===== config.mk =====
export PLATFORM = sky130hd
export DESIGN_NAME = grid_tile_assigner_with_overlap
export DESIGN_NICKNAME = d
export VERILOG_FILES = /design/src/hdl/gta_pkg.sv /design/src/hdl/gta_front.sv /design/src/hdl/gta_queue.sv /design/src/hdl/gta_div.sv /design/src/hdl/gta_back.sv /design/src/hdl/grid_tile_assigner_with_overlap.sv
export SDC_FILE = /design/constraint.sdc
export NUM_CORES = 2
export LEC_CHECK = 0
export BUFFER_PORTS_ARGS = -buffer_cell sky130_fd_sc_hd__buf_2
export CAP_MARGIN = 30
export CELL_PAD_IN_SITES_DETAIL_PLACEMENT = 0
export CELL_PAD_IN_SITES_GLOBAL_PLACEMENT = 1
export CORE_MARGIN = 2
export CORE_UTILIZATION = 45
export CTS_CLUSTER_SIZE = 30
export DETAILED_ROUTE_END_ITERATION = 16
export PLACE_DENSITY_LB_ADDON = 0.1
export SYNTH_ARGS = -nofsm -noshare
export SYNTH_HDL_FRONTEND = slang
export SYNTH_SLANG_ARGS = --single-unit
export TNS_END_PERCENT = 20

===== constraint.sdc =====
create_clock -name clock -period 10.6 [get_ports clock]
set_clock_uncertainty 0.1 [all_clocks]
set_input_delay 1.06 -clock clock [delete_from_list [all_inputs] [get_ports clock]]
set_output_delay 1.06 -clock clock [all_outputs]
set_load 0.005 [all_outputs]

===== src/hdl/gta_pkg.sv =====
// ----------------------------------------------------------------------------
// gta_pkg - shared types and constants of the grid tile assigner
// widths, register indexes, membership codes and the structs that travel
// between the front, the queue and the back
// ----------------------------------------------------------------------------
package gta_pkg;

   // coordinate width; cell indices are one bit wider
   localparam int COORD_BITS    = 32;
   localparam int CELL_BITS     = COORD_BITS + 1;
   localparam int LEN_BITS      = 31;
   localparam int CSR_DATA_BITS = (COORD_BITS > LEN_BITS) ? COORD_BITS : LEN_BITS;
   localparam int CSR_ADDR_BITS = 3;
   localparam int DIV_CNT_BITS  = $clog2(CELL_BITS + 1);

   // register indexes
   localparam logic [CSR_ADDR_BITS-1:0] REG_CELL_LENGTH = 3'd0;
   localparam logic [CSR_ADDR_BITS-1:0] REG_ORIGIN_X    = 3'd1;
   localparam logic [CSR_ADDR_BITS-1:0] REG_ORIGIN_Y    = 3'd2;
   localparam logic [CSR_ADDR_BITS-1:0] REG_ORIGIN_AUTO = 3'd3;
   localparam logic [CSR_ADDR_BITS-1:0] REG_OVERLAP     = 3'd4;

   // register reset values
   localparam logic [LEN_BITS-1:0] CELL_LENGTH_RESET = LEN_BITS'(1000);

   // membership codes
   localparam logic [1:0] MEMB_HOME = 2'd0;
   localparam logic [1:0] MEMB_X    = 2'd1;
   localparam logic [1:0] MEMB_Y    = 2'd2;
   localparam logic [1:0] MEMB_DIAG = 2'd3;

   typedef struct packed {
      logic [LEN_BITS-1:0]          cell_length;
      logic signed [COORD_BITS-1:0] anchor_x;
      logic signed [COORD_BITS-1:0] anchor_y;
      logic                         origin_auto;
      logic [LEN_BITS-1:0]          overlap;
   } cfg_type;

   // one classified point waiting for the back end
   typedef struct packed {
      logic                        fault;
      logic signed [CELL_BITS-1:0] dist_x;
      logic signed [CELL_BITS-1:0] dist_y;
   } qent_type;

endpackage


===== src/hdl/gta_front.sv =====
// ----------------------------------------------------------------------------
// gta_front - point intake and classification
// checks the overlap fault, latches the automatic origin and forms the
// offsets of the point from the origin
// ----------------------------------------------------------------------------
module gta_front (
   input  logic                                  clock,
   input  logic                                  reset,
   input  gta_pkg::cfg_type                      cfg,
   input  logic                                  req_valid,
   output logic                                  req_ready,
   input  logic signed [gta_pkg::COORD_BITS-1:0] req_point_x,
   input  logic signed [gta_pkg::COORD_BITS-1:0] req_point_y,
   output logic                                  push_valid,
   input  logic                                  push_ready,
   output gta_pkg::qent_type                     push_data
);

   logic                                  origin_known_ff, origin_known_in;
   logic signed [gta_pkg::COORD_BITS-1:0] base_x_ff, base_x_in;
   logic signed [gta_pkg::COORD_BITS-1:0] base_y_ff, base_y_in;
   logic                                  fault;
   logic                                  accept;
   logic                                  latch;
   logic signed [gta_pkg::COORD_BITS-1:0] org_x, org_y;

   assign req_ready  = push_ready;
   assign push_valid = req_valid;
   assign accept     = req_valid && push_ready;

   // fault when twice the overlap reaches the cell length
   assign fault = {cfg.overlap, 1'b0} >= {1'b0, cfg.cell_length};
   assign latch = cfg.origin_auto && !origin_known_ff && !fault;

   always_comb begin
      if (!cfg.origin_auto) begin
         org_x = cfg.anchor_x;
         org_y = cfg.anchor_y;
      end else if (origin_known_ff) begin
         org_x = base_x_ff;
         org_y = base_y_ff;
      end else begin
         org_x = req_point_x;
         org_y = req_point_y;
      end
   end

   always_comb begin
      push_data.fault  = fault;
      push_data.dist_x = gta_pkg::CELL_BITS'(req_point_x) - gta_pkg::CELL_BITS'(org_x);
      push_data.dist_y = gta_pkg::CELL_BITS'(req_point_y) - gta_pkg::CELL_BITS'(org_y);
   end

   always_comb begin
      origin_known_in = origin_known_ff;
      base_x_in       = base_x_ff;
      base_y_in       = base_y_ff;
      if (accept && latch) begin
         origin_known_in = 1'b1;
         base_x_in       = req_point_x;
         base_y_in       = req_point_y;
      end
   end

   always_ff @(posedge clock) begin
      if (reset) begin
         origin_known_ff <= 1'b0;
         base_x_ff       <= '0;
         base_y_ff       <= '0;
      end else begin
         origin_known_ff <= origin_known_in;
         base_x_ff       <= base_x_in;
         base_y_ff       <= base_y_in;
      end
   end

endmodule


===== src/hdl/gta_queue.sv =====
// ----------------------------------------------------------------------------
// gta_queue - two-entry queue between front and back
// lets intake continue while the back end divides
// ----------------------------------------------------------------------------
module gta_queue (
   input  logic              clock,
   input  logic              reset,
   input  logic              push_valid,
   output logic              push_ready,
   input  gta_pkg::qent_type push_data,
   output logic              pop_valid,
   input  logic              pop_ready,
   output gta_pkg::qent_type pop_data
);

   gta_pkg::qent_type slot_ff [2];
   logic              wr_ptr_ff, wr_ptr_in;
   logic              rd_ptr_ff, rd_ptr_in;
   logic [1:0]        count_ff, count_in;
   logic              push, pop;

   assign push_ready = (count_ff != 2'd2);
   assign pop_valid  = (count_ff != 2'd0);
   assign pop_data   = slot_ff[rd_ptr_ff];
   assign push       = push_valid && push_ready;
   assign pop        = pop_valid && pop_ready;

   always_comb begin
      wr_ptr_in = push ? !wr_ptr_ff : wr_ptr_ff;
      rd_ptr_in = pop ? !rd_ptr_ff : rd_ptr_ff;
      count_in  = count_ff + 2'(push) - 2'(pop);
   end

   always_ff @(posedge clock) begin
      if (reset) begin
         wr_ptr_ff <= 1'b0;
         rd_ptr_ff <= 1'b0;
         count_ff  <= 2'd0;
      end else begin
         wr_ptr_ff <= wr_ptr_in;
         rd_ptr_ff <= rd_ptr_in;
         count_ff  <= count_in;
      end
   end

   always_ff @(posedge clock) begin
      if (push) begin
         slot_ff[wr_ptr_ff] <= push_data;
      end
   end

endmodule


===== src/hdl/gta_div.sv =====
// ----------------------------------------------------------------------------
// gta_div - restoring radix-2 divider
// unsigned offset magnitude by cell length, one quotient bit per cycle
// ----------------------------------------------------------------------------
module gta_div (
   input  logic                               clock,
   input  logic                               reset,
   input  logic                               start,
   input  logic [gta_pkg::CELL_BITS-1:0]      dividend,
   input  logic [gta_pkg::LEN_BITS-1:0]       divisor,
   output logic                               done,
   output logic [gta_pkg::CELL_BITS-1:0]      quot,
   output logic [gta_pkg::LEN_BITS-1:0]       rem
);

   logic [gta_pkg::DIV_CNT_BITS-1:0] cnt_ff, cnt_in;
   logic                             done_ff, done_in;
   logic [gta_pkg::LEN_BITS-1:0]     rem_ff, rem_in;
   logic [gta_pkg::CELL_BITS-1:0]    quo_ff, quo_in;
   logic [gta_pkg::LEN_BITS-1:0]     dsr_ff, dsr_in;
   logic [gta_pkg::LEN_BITS:0]       trial;
   logic [gta_pkg::LEN_BITS+1:0]     diff;
   logic                             ge;

   assign done = done_ff;
   assign quot = quo_ff;
   assign rem  = rem_ff;

   // shift in the next dividend bit and try the subtract
   assign trial = {rem_ff, quo_ff[gta_pkg::CELL_BITS-1]};
   assign diff  = {1'b0, trial} - {2'b00, dsr_ff};
   assign ge    = !diff[gta_pkg::LEN_BITS+1];

   always_comb begin
      cnt_in  = cnt_ff;
      rem_in  = rem_ff;
      quo_in  = quo_ff;
      dsr_in  = dsr_ff;
      done_in = 1'b0;
      if (start) begin
         cnt_in = gta_pkg::DIV_CNT_BITS'(gta_pkg::CELL_BITS);
         rem_in = '0;
         quo_in = dividend;
         dsr_in = divisor;
      end else if (cnt_ff != '0) begin
         cnt_in  = cnt_ff - 1'b1;
         rem_in  = ge ? diff[gta_pkg::LEN_BITS-1:0] : trial[gta_pkg::LEN_BITS-1:0];
         quo_in  = {quo_ff[gta_pkg::CELL_BITS-2:0], ge};
         done_in = (cnt_ff == gta_pkg::DIV_CNT_BITS'(1));
      end
   end

   always_ff @(posedge clock) begin
      if (reset) begin
         cnt_ff  <= '0;
         done_ff <= 1'b0;
      end else begin
         cnt_ff  <= cnt_in;
         done_ff <= done_in;
      end
   end

   always_ff @(posedge clock) begin
      rem_ff <= rem_in;
      quo_ff <= quo_in;
      dsr_ff <= dsr_in;
   end

endmodule


===== src/hdl/gta_back.sv =====
// ----------------------------------------------------------------------------
// gta_back - cell assignment and result sequencing
// divides both offsets, finds the home cell and the overlap neighbors
// and hands results out one beat at a time
// ----------------------------------------------------------------------------
module gta_back (
   input  logic                                 clock,
   input  logic                                 reset,
   input  gta_pkg::cfg_type                     cfg,
   input  logic                                 pop_valid,
   output logic                                 pop_ready,
   input  gta_pkg::qent_type                    pop_data,
   output logic                                 rsp_valid,
   input  logic                                 rsp_ready,
   output logic signed [gta_pkg::CELL_BITS-1:0] rsp_cell_x,
   output logic signed [gta_pkg::CELL_BITS-1:0] rsp_cell_y,
   output logic [1:0]                           rsp_membership,
   output logic                                 rsp_config_fault,
   output logic                                 rsp_last
);

   localparam logic [1:0] ST_IDLE = 2'd0;
   localparam logic [1:0] ST_DIV  = 2'd1;
   localparam logic [1:0] ST_FLAG = 2'd2;
   localparam logic [1:0] ST_EMIT = 2'd3;

   logic [1:0]                    state_ff, state_in;
   logic                          fault_ff, fault_in;
   logic                          neg_x_ff, neg_x_in, neg_y_ff, neg_y_in;
   logic [gta_pkg::CELL_BITS-1:0] cx_ff, cx_in, cy_ff, cy_in;
   logic [gta_pkg::LEN_BITS-1:0]  rel_x_ff, rel_x_in, rel_y_ff, rel_y_in;
   logic                          left_ff, left_in, down_ff, down_in;
   logic [3:0]                    pend_ff, pend_in;
   logic [3:0]                    sel;

   logic                          rsp_valid_ff, rsp_valid_in;
   logic [gta_pkg::CELL_BITS-1:0] out_x_ff, out_x_in, out_y_ff, out_y_in;
   logic [1:0]                    memb_ff, memb_in;
   logic                          ofault_ff, ofault_in;
   logic                          olast_ff, olast_in;

   logic                          pop, div_start, div_done, out_free;
   logic                          div_done_x, div_done_y;
   logic [gta_pkg::CELL_BITS-1:0] mag_x, mag_y, quo_x, quo_y;
   logic [gta_pkg::LEN_BITS-1:0]  rem_x, rem_y, hi_lim;
   logic                          lo_x, hi_x, lo_y, hi_y, ovl_on;
   logic [gta_pkg::CELL_BITS-1:0] nx, ny;

   assign pop_ready = (state_ff == ST_IDLE);
   assign pop       = pop_valid && pop_ready;
   assign div_start = pop && !pop_data.fault;
   assign out_free  = !rsp_valid_ff || rsp_ready;

   assign mag_x = pop_data.dist_x[gta_pkg::CELL_BITS-1] ? -pop_data.dist_x : pop_data.dist_x;
   assign mag_y = pop_data.dist_y[gta_pkg::CELL_BITS-1] ? -pop_data.dist_y : pop_data.dist_y;

   gta_div u_div_x (
      .clock    (clock),
      .reset    (reset),
      .start    (div_start),
      .dividend (mag_x),
      .divisor  (cfg.cell_length),
      .done     (div_done_x),
      .quot     (quo_x),
      .rem      (rem_x)
   );

   gta_div u_div_y (
      .clock    (clock),
      .reset    (reset),
      .start    (div_start),
      .dividend (mag_y),
      .divisor  (cfg.cell_length),
      .done     (div_done_y),
      .quot     (quo_y),
      .rem      (rem_y)
   );

   // both dividers run in lockstep
   assign div_done = div_done_x && div_done_y;

   // offset-in-cell tests against the overlap band
   assign hi_lim = cfg.cell_length - cfg.overlap;
   assign ovl_on = (cfg.overlap != '0);
   assign lo_x   = rel_x_ff < cfg.overlap;
   assign hi_x   = rel_x_ff > hi_lim;
   assign lo_y   = rel_y_ff < cfg.overlap;
   assign hi_y   = rel_y_ff > hi_lim;

   assign nx = left_ff ? cx_ff - 1'b1 : cx_ff + 1'b1;
   assign ny = down_ff ? cy_ff - 1'b1 : cy_ff + 1'b1;

   // lowest pending result goes first
   assign sel = pend_ff & (~pend_ff + 4'd1);

   always_comb begin
      state_in     = state_ff;
      fault_in     = fault_ff;
      neg_x_in     = neg_x_ff;
      neg_y_in     = neg_y_ff;
      cx_in        = cx_ff;
      cy_in        = cy_ff;
      rel_x_in     = rel_x_ff;
      rel_y_in     = rel_y_ff;
      left_in      = left_ff;
      down_in      = down_ff;
      pend_in      = pend_ff;
      rsp_valid_in = rsp_valid_ff && !rsp_ready;
      out_x_in     = out_x_ff;
      out_y_in     = out_y_ff;
      memb_in      = memb_ff;
      ofault_in    = ofault_ff;
      olast_in     = olast_ff;
      unique case (state_ff)
         ST_IDLE: begin
            if (pop) begin
               neg_x_in = pop_data.dist_x[gta_pkg::CELL_BITS-1];
               neg_y_in = pop_data.dist_y[gta_pkg::CELL_BITS-1];
               if (pop_data.fault) begin
                  fault_in = 1'b1;
                  pend_in  = 4'b0001;
                  state_in = ST_EMIT;
               end else begin
                  fault_in = 1'b0;
                  state_in = ST_DIV;
               end
            end
         end
         ST_DIV: begin
            if (div_done) begin
               // negative offsets land one cell lower
               cx_in    = neg_x_ff ? ~quo_x : quo_x;
               cy_in    = neg_y_ff ? ~quo_y : quo_y;
               rel_x_in = neg_x_ff ? cfg.cell_length - rem_x : rem_x;
               rel_y_in = neg_y_ff ? cfg.cell_length - rem_y : rem_y;
               state_in = ST_FLAG;
            end
         end
         ST_FLAG: begin
            left_in  = lo_x;
            down_in  = lo_y;
            pend_in  = {ovl_on && (lo_x || hi_x) && (lo_y || hi_y),
                        ovl_on && (lo_y || hi_y),
                        ovl_on && (lo_x || hi_x),
                        1'b1};
            state_in = ST_EMIT;
         end
         ST_EMIT: begin
            if (out_free) begin
               rsp_valid_in = 1'b1;
               pend_in      = pend_ff & ~sel;
               olast_in     = ((pend_ff & ~sel) == 4'b0000);
               ofault_in    = fault_ff;
               if (fault_ff) begin
                  out_x_in = '0;
                  out_y_in = '0;
                  memb_in  = gta_pkg::MEMB_HOME;
               end else begin
                  priority case (1'b1)
                     sel[0]: begin
                        out_x_in = cx_ff;
                        out_y_in = cy_ff;
                        memb_in  = gta_pkg::MEMB_HOME;
                     end
                     sel[1]: begin
                        out_x_in = nx;
                        out_y_in = cy_ff;
                        memb_in  = gta_pkg::MEMB_X;
                     end
                     sel[2]: begin
                        out_x_in = cx_ff;
                        out_y_in = ny;
                        memb_in  = gta_pkg::MEMB_Y;
                     end
                     default: begin
                        out_x_in = nx;
                        out_y_in = ny;
                        memb_in  = gta_pkg::MEMB_DIAG;
                     end
                  endcase
               end
               if ((pend_ff & ~sel) == 4'b0000) begin
                  state_in = ST_IDLE;
               end
            end
         end
         default: begin
            state_in = ST_IDLE;
         end
      endcase
   end

   always_ff @(posedge clock) begin
      if (reset) begin
         state_ff     <= ST_IDLE;
         rsp_valid_ff <= 1'b0;
      end else begin
         state_ff     <= state_in;
         rsp_valid_ff <= rsp_valid_in;
      end
   end

   always_ff @(posedge clock) begin
      fault_ff  <= fault_in;
      neg_x_ff  <= neg_x_in;
      neg_y_ff  <= neg_y_in;
      cx_ff     <= cx_in;
      cy_ff     <= cy_in;
      rel_x_ff  <= rel_x_in;
      rel_y_ff  <= rel_y_in;
      left_ff   <= left_in;
      down_ff   <= down_in;
      pend_ff   <= pend_in;
      out_x_ff  <= out_x_in;
      out_y_ff  <= out_y_in;
      memb_ff   <= memb_in;
      ofault_ff <= ofault_in;
      olast_ff  <= olast_in;
   end

   assign rsp_valid        = rsp_valid_ff;
   assign rsp_cell_x       = out_x_ff;
   assign rsp_cell_y       = out_y_ff;
   assign rsp_membership   = memb_ff;
   assign rsp_config_fault = ofault_ff;
   assign rsp_last         = olast_ff;

endmodule


===== src/hdl/grid_tile_assigner_with_overlap.sv =====
// ----------------------------------------------------------------------------
// grid_tile_assigner_with_overlap - square grid cells of a point
// home cell plus at most one x, one y and one diagonal overlap neighbor
// ----------------------------------------------------------------------------
// a point passes the front, a queue slot, the dividers and the flag step before
//   its home-cell rsp beat; the back end takes no new point until the last of
//   its n result beats (n = 1..4) is registered; it runs two parallel 33-step
//   radix-2 dividers, which a point with an overlap fault skips for one result beat
// reset: synchronous, clears registers to their reset values, the latched
//   origin and the queue; no clearing pass
// ----------------------------------------------------------------------------
module grid_tile_assigner_with_overlap (
   input  logic                                     clock,
   input  logic                                     reset,
   // configuration writes
   input  logic                                     csr_we,
   input  logic [gta_pkg::CSR_ADDR_BITS-1:0]        csr_addr,
   input  logic [gta_pkg::CSR_DATA_BITS-1:0]        csr_wdata,
   // point beats
   input  logic                                     req_valid,
   output logic                                     req_ready,
   input  logic signed [gta_pkg::COORD_BITS-1:0]    req_point_x,
   input  logic signed [gta_pkg::COORD_BITS-1:0]    req_point_y,
   // result beats
   output logic                                     rsp_valid,
   input  logic                                     rsp_ready,
   output logic signed [gta_pkg::CELL_BITS-1:0]     rsp_cell_x,
   output logic signed [gta_pkg::CELL_BITS-1:0]     rsp_cell_y,
   output logic [1:0]                               rsp_membership,
   output logic                                     rsp_config_fault,
   output logic                                     rsp_last
);

   gta_pkg::cfg_type  cfg_ff, cfg_in;
   logic              push_valid, push_ready;
   gta_pkg::qent_type push_data;
   logic              pop_valid, pop_ready;
   gta_pkg::qent_type pop_data;

   // register file: indexes outside the list are dropped
   always_comb begin
      cfg_in = cfg_ff;
      if (csr_we) begin
         unique case (csr_addr)
            gta_pkg::REG_CELL_LENGTH: cfg_in.cell_length = csr_wdata[gta_pkg::LEN_BITS-1:0];
            gta_pkg::REG_ORIGIN_X:    cfg_in.anchor_x    = csr_wdata[gta_pkg::COORD_BITS-1:0];
            gta_pkg::REG_ORIGIN_Y:    cfg_in.anchor_y    = csr_wdata[gta_pkg::COORD_BITS-1:0];
            gta_pkg::REG_ORIGIN_AUTO: cfg_in.origin_auto = csr_wdata[0];
            gta_pkg::REG_OVERLAP:     cfg_in.overlap     = csr_wdata[gta_pkg::LEN_BITS-1:0];
            default: begin
               cfg_in = cfg_ff;
            end
         endcase
      end
   end

   always_ff @(posedge clock) begin
      if (reset) begin
         cfg_ff.cell_length <= gta_pkg::CELL_LENGTH_RESET;
         cfg_ff.anchor_x    <= '0;
         cfg_ff.anchor_y    <= '0;
         cfg_ff.origin_auto <= 1'b1;
         cfg_ff.overlap     <= '0;
      end else begin
         cfg_ff <= cfg_in;
      end
   end

   // front: fault check, automatic origin, offsets from the origin
   gta_front u_front (
      .clock       (clock),
      .reset       (reset),
      .cfg         (cfg_ff),
      .req_valid   (req_valid),
      .req_ready   (req_ready),
      .req_point_x (req_point_x),
      .req_point_y (req_point_y),
      .push_valid  (push_valid),
      .push_ready  (push_ready),
      .push_data   (push_data)
   );

   // short queue so intake runs while the back end divides
   gta_queue u_queue (
      .clock      (clock),
      .reset      (reset),
      .push_valid (push_valid),
      .push_ready (push_ready),
      .push_data  (push_data),
      .pop_valid  (pop_valid),
      .pop_ready  (pop_ready),
      .pop_data   (pop_data)
   );

   // back: divide, home cell, neighbors, result beats out of one register
   gta_back u_back (
      .clock            (clock),
      .reset            (reset),
      .cfg              (cfg_ff),
      .pop_valid        (pop_valid),
      .pop_ready        (pop_ready),
      .pop_data         (pop_data),
      .rsp_valid        (rsp_valid),
      .rsp_ready        (rsp_ready),
      .rsp_cell_x       (rsp_cell_x),
      .rsp_cell_y       (rsp_cell_y),
      .rsp_membership   (rsp_membership),
      .rsp_config_fault (rsp_config_fault),
      .rsp_last         (rsp_last)
   );

endmodule


==> results.md <==
* Postcts setup bufs at 0
* Post-synth EDFFs at 438
* Detailed Place HPWL at 105.9 mm
* Die area at roughly 110000 um^2
* Max Clock Freq at 166.7 MHz
* Final Total Pwr at ~0.014 W
* Fin. Hold Viols at 0
* Global route overflow at 0
* Post_cts resized at 0
* Floorplan row count at ~120
* Async SR Flop Fraction at 0%
* CTS tree: done
* Synthesis Warnings at 0
* Initial antenna violation count at 12
* Worst hold stages at 2
* Crit path DAT at between 6 and 7 ns
* Max-Cap Viols at 0
* CTS root buffer: clkbuf_16
* Maximum number of pins on one net before global-route repair at around 120
* Layout area overhead at 11.06%
* Pwr/cell area at 260.1 nW/um^2
* R2R depth at 20
* Distinct cells, synth at 92
* First-pass DRT Iterations at 6
* Vias per cell at 5.570
* Gpl congestion at 0.8798
* Worst Hold Class: reg -> reg
* Maximum vdd ir drop at 0.1748 mV
* Synth top area cells: edfxtp_1 28%, dfxtp_1 12%, ha_1 11%
* Worst Setup Path Type: reg -> reg
* TNS Setup at 0 ns
* Setup-failing EPs final at 0
* Worst-margin pin slew at 1.023 ns
* Part of the Yosys area used for sequential elements at 39.25%
* DIE HEIGHT at about 330 um
* CP required at 10.92 ns
* Leading area contributor after synthesis: edfxtp_1
* Most frequent cells in the layout: 652 x nand2_1, 464 x a21oi_1, 438 x edfxtp_1
* Tot GR Track Use at roughly 25%
* Input/output buffers at 175
* Crit end category: flip-flop
* Avg WL per Cell at just over 20 um
* Max-slew headroom at the worst pin at 31.27%
* Tmin final at approximately 6 ns
* Placed cells at between 6000 and 7000
* Post-synth top area share at 27.64%
* RSZ-0062 raised after global routing: no
* Status: finished clean
* Commonest non-fill, non-tap cell in the layout: nand2_1
* Detailed Route Iter0 Violations at 2551
* Core ar. at about 110000 um^2
* Hold bufs inserted after CTS at 0
* Syn_area_per_cell at 9.180 um^2
* Post-Syn Nets at 5733
* Final nets at 5842
* Post-synthesis cell count at between 5000 and 6000
* Final WL at 137.8 mm
* Mapped Area at 47590 um^2
* Clock Pin Slew Worst Setup and Hold Paths at 0.06 ns
* Num CTS Buffers at 85
* Via count at 37630
* Top_reg_cell synth: edfxtp_1
* Number of H-tree levels at 3
* Vias in the first global route at 35420
* Share of layout cells above drive strength 1 at under 10%
* Antenna viol nets, final at 0
* DRC violation count after routing at 0
* CTS Sinks at between 700 and 800
* Clock Latency Late Sink at 0.68 ns
* First-pass GRT wire length at 212.2 mm
* Finished Layout Cells at roughly 6800
* IO Count at approximately 180
* CP max FO at 6
* Die width at 329.2 um
* Fin. max-slew vios at 0
* Fill count at 10030
* WHS at 0.3502 ns
* Maximum buffer depth of the clock tree at 3
* Leakage power at 21.55 nW
* Part of the cycle the worst path needs at 56.60%
* CP startpoint kind: flip-flop
* Yosys reg bits at 714
* Initial Util at 45.27%
[critical path, stage by stage (launching register included)]
cell and delay (ns):
dfxtp_1 0.41, inv_1 0.11, ha_1 0.25, or4_1 0.53, o31ai_1 0.50, o211ai_1 0.39, a31oi_1 0.28, o21ai_1 0.13
a211o_1 0.33, a2111oi_0 0.61, o41ai_1 0.18, a21oi_1 0.20, xor2_1 0.27, ha_1 0.29, and4_1 0.19, o2111ai_1 0.11
a31oi_1 0.05, or3_1 0.37, a211oi_1 0.22, a41o_1 0.16, o21ai_1 0.07
[stage by stage]
stage | setup slack [ns] | util, % | instance area [um^2]
6_report | 4.600 | 50.28 | 52850
5_1_grt | 4.145 | 50.28 | 52850
4_1_cts | 4.770 | 50.25 | 52820
3_5_place_dp | 4.764 | 47.46 | 49890
3_3_place_gp | 4.734 | 47.42 | 49850
2_1_floorplan | 5.733 | - | 47590
[worst paths after layout]
path	from	endpoint	slack [ns]
hold / removal	cfg_ff[39]	cfg_ff[39]	0.35
setup / recovery	cfg_ff[6]	u_back.pend_ff[3]	4.60
setup reg to reg	cfg_ff[6]	u_back.pend_ff[3]	4.60
hold reg to reg	cfg_ff[39]	cfg_ff[39]	0.35
[layer usage]
| metal | track usage [%] | vias to the layer above | part of all wire [%] |
|---|---|---|---|
| met3 | 2.981 | 143 | 4.4 |
| met2 | 39.20 | 741 | 44 |
| met4 | 4.941 | 0 | 1.8 |
| met1 | 37.66 | 17740 | 50 |
| li1 | - | 19000 | - |
| met5 | 0 | - | 0 |
[kinds of logic (layout without fill, tap and decap cells)]
kind of cell,count (synthesis),after routing,synth area share [%]
buffers and inverters,474,653,3.804
and+or+nand+nor,1571,1571,15.53
other,0,2,0
adders and majority gates,448,448,11.90
AOI/OAI and AO/OA,1400,1400,18.22
DFF,714,714,39.25
muxes,224,224,4.769
xor gates and xnor gates,353,353,6.525
[cell type report]
type                       instances  area, um^2  area share, %
timing repair buffer             223        1286          2.434
sequential                       714       18690          35.36
clock inverter                    53       631.9          1.195
antenna                            2       5.005       0.009469
tap                             1391        1740          3.293
multi-input combinational       3996       27170          51.41
inverter                         273        1025          1.939
clock buffer                     104        2302          4.356
[cell usage after synthesis (163+ instances only)]
library cell	number
a21oi_1	465
dfxtp_1	276
edfxtp_1	438
ha_1	436
inv_1	268
mux2i_1	211
nand2_1	655
nand2b_1	173
nor2_1	274
o21ai_0	163
o21ai_1	183
xnor2_1	170
xor2_1	182
[state kept, by name, summed over array words and instances, names as in the netlist, 4 cells and up, named ones only]
| register | count |
|---|---|
| cfg_ff | 127 |
| u_back.cx_ff | 33 |
| u_back.cy_ff | 33 |
| u_back.pend_ff | 4 |
| u_back.rel_x_ff | 31 |
| u_back.rel_y_ff | 31 |
| u_back.rsp_cell_x | 33 |
| u_back.rsp_cell_y | 33 |
| u_back.u_div_x.cnt_ff | 6 |
| u_back.u_div_x.dsr_ff | 31 |
| u_back.u_div_x.quot | 33 |
| u_back.u_div_x.rem | 31 |
| u_back.u_div_y.cnt_ff | 6 |
| u_back.u_div_y.quot | 33 |
| u_back.u_div_y.rem | 31 |
| u_front.base_x_ff | 32 |
| u_front.base_y_ff | 32 |
| u_queue.slot_ff | 134 |
[power breakdown]
part / total, W / internal (W) / switching [W]
Combinational: 0.00638 / 0.00242 / 0.00396
Sequential: 0.00428 / 0.00388 / 0.000395
Clock: 0.00309 / 0.00183 / 0.00126
Total: 0.0137 / 0.00813 / 0.00562
Power figures use the tool's default switching activity.
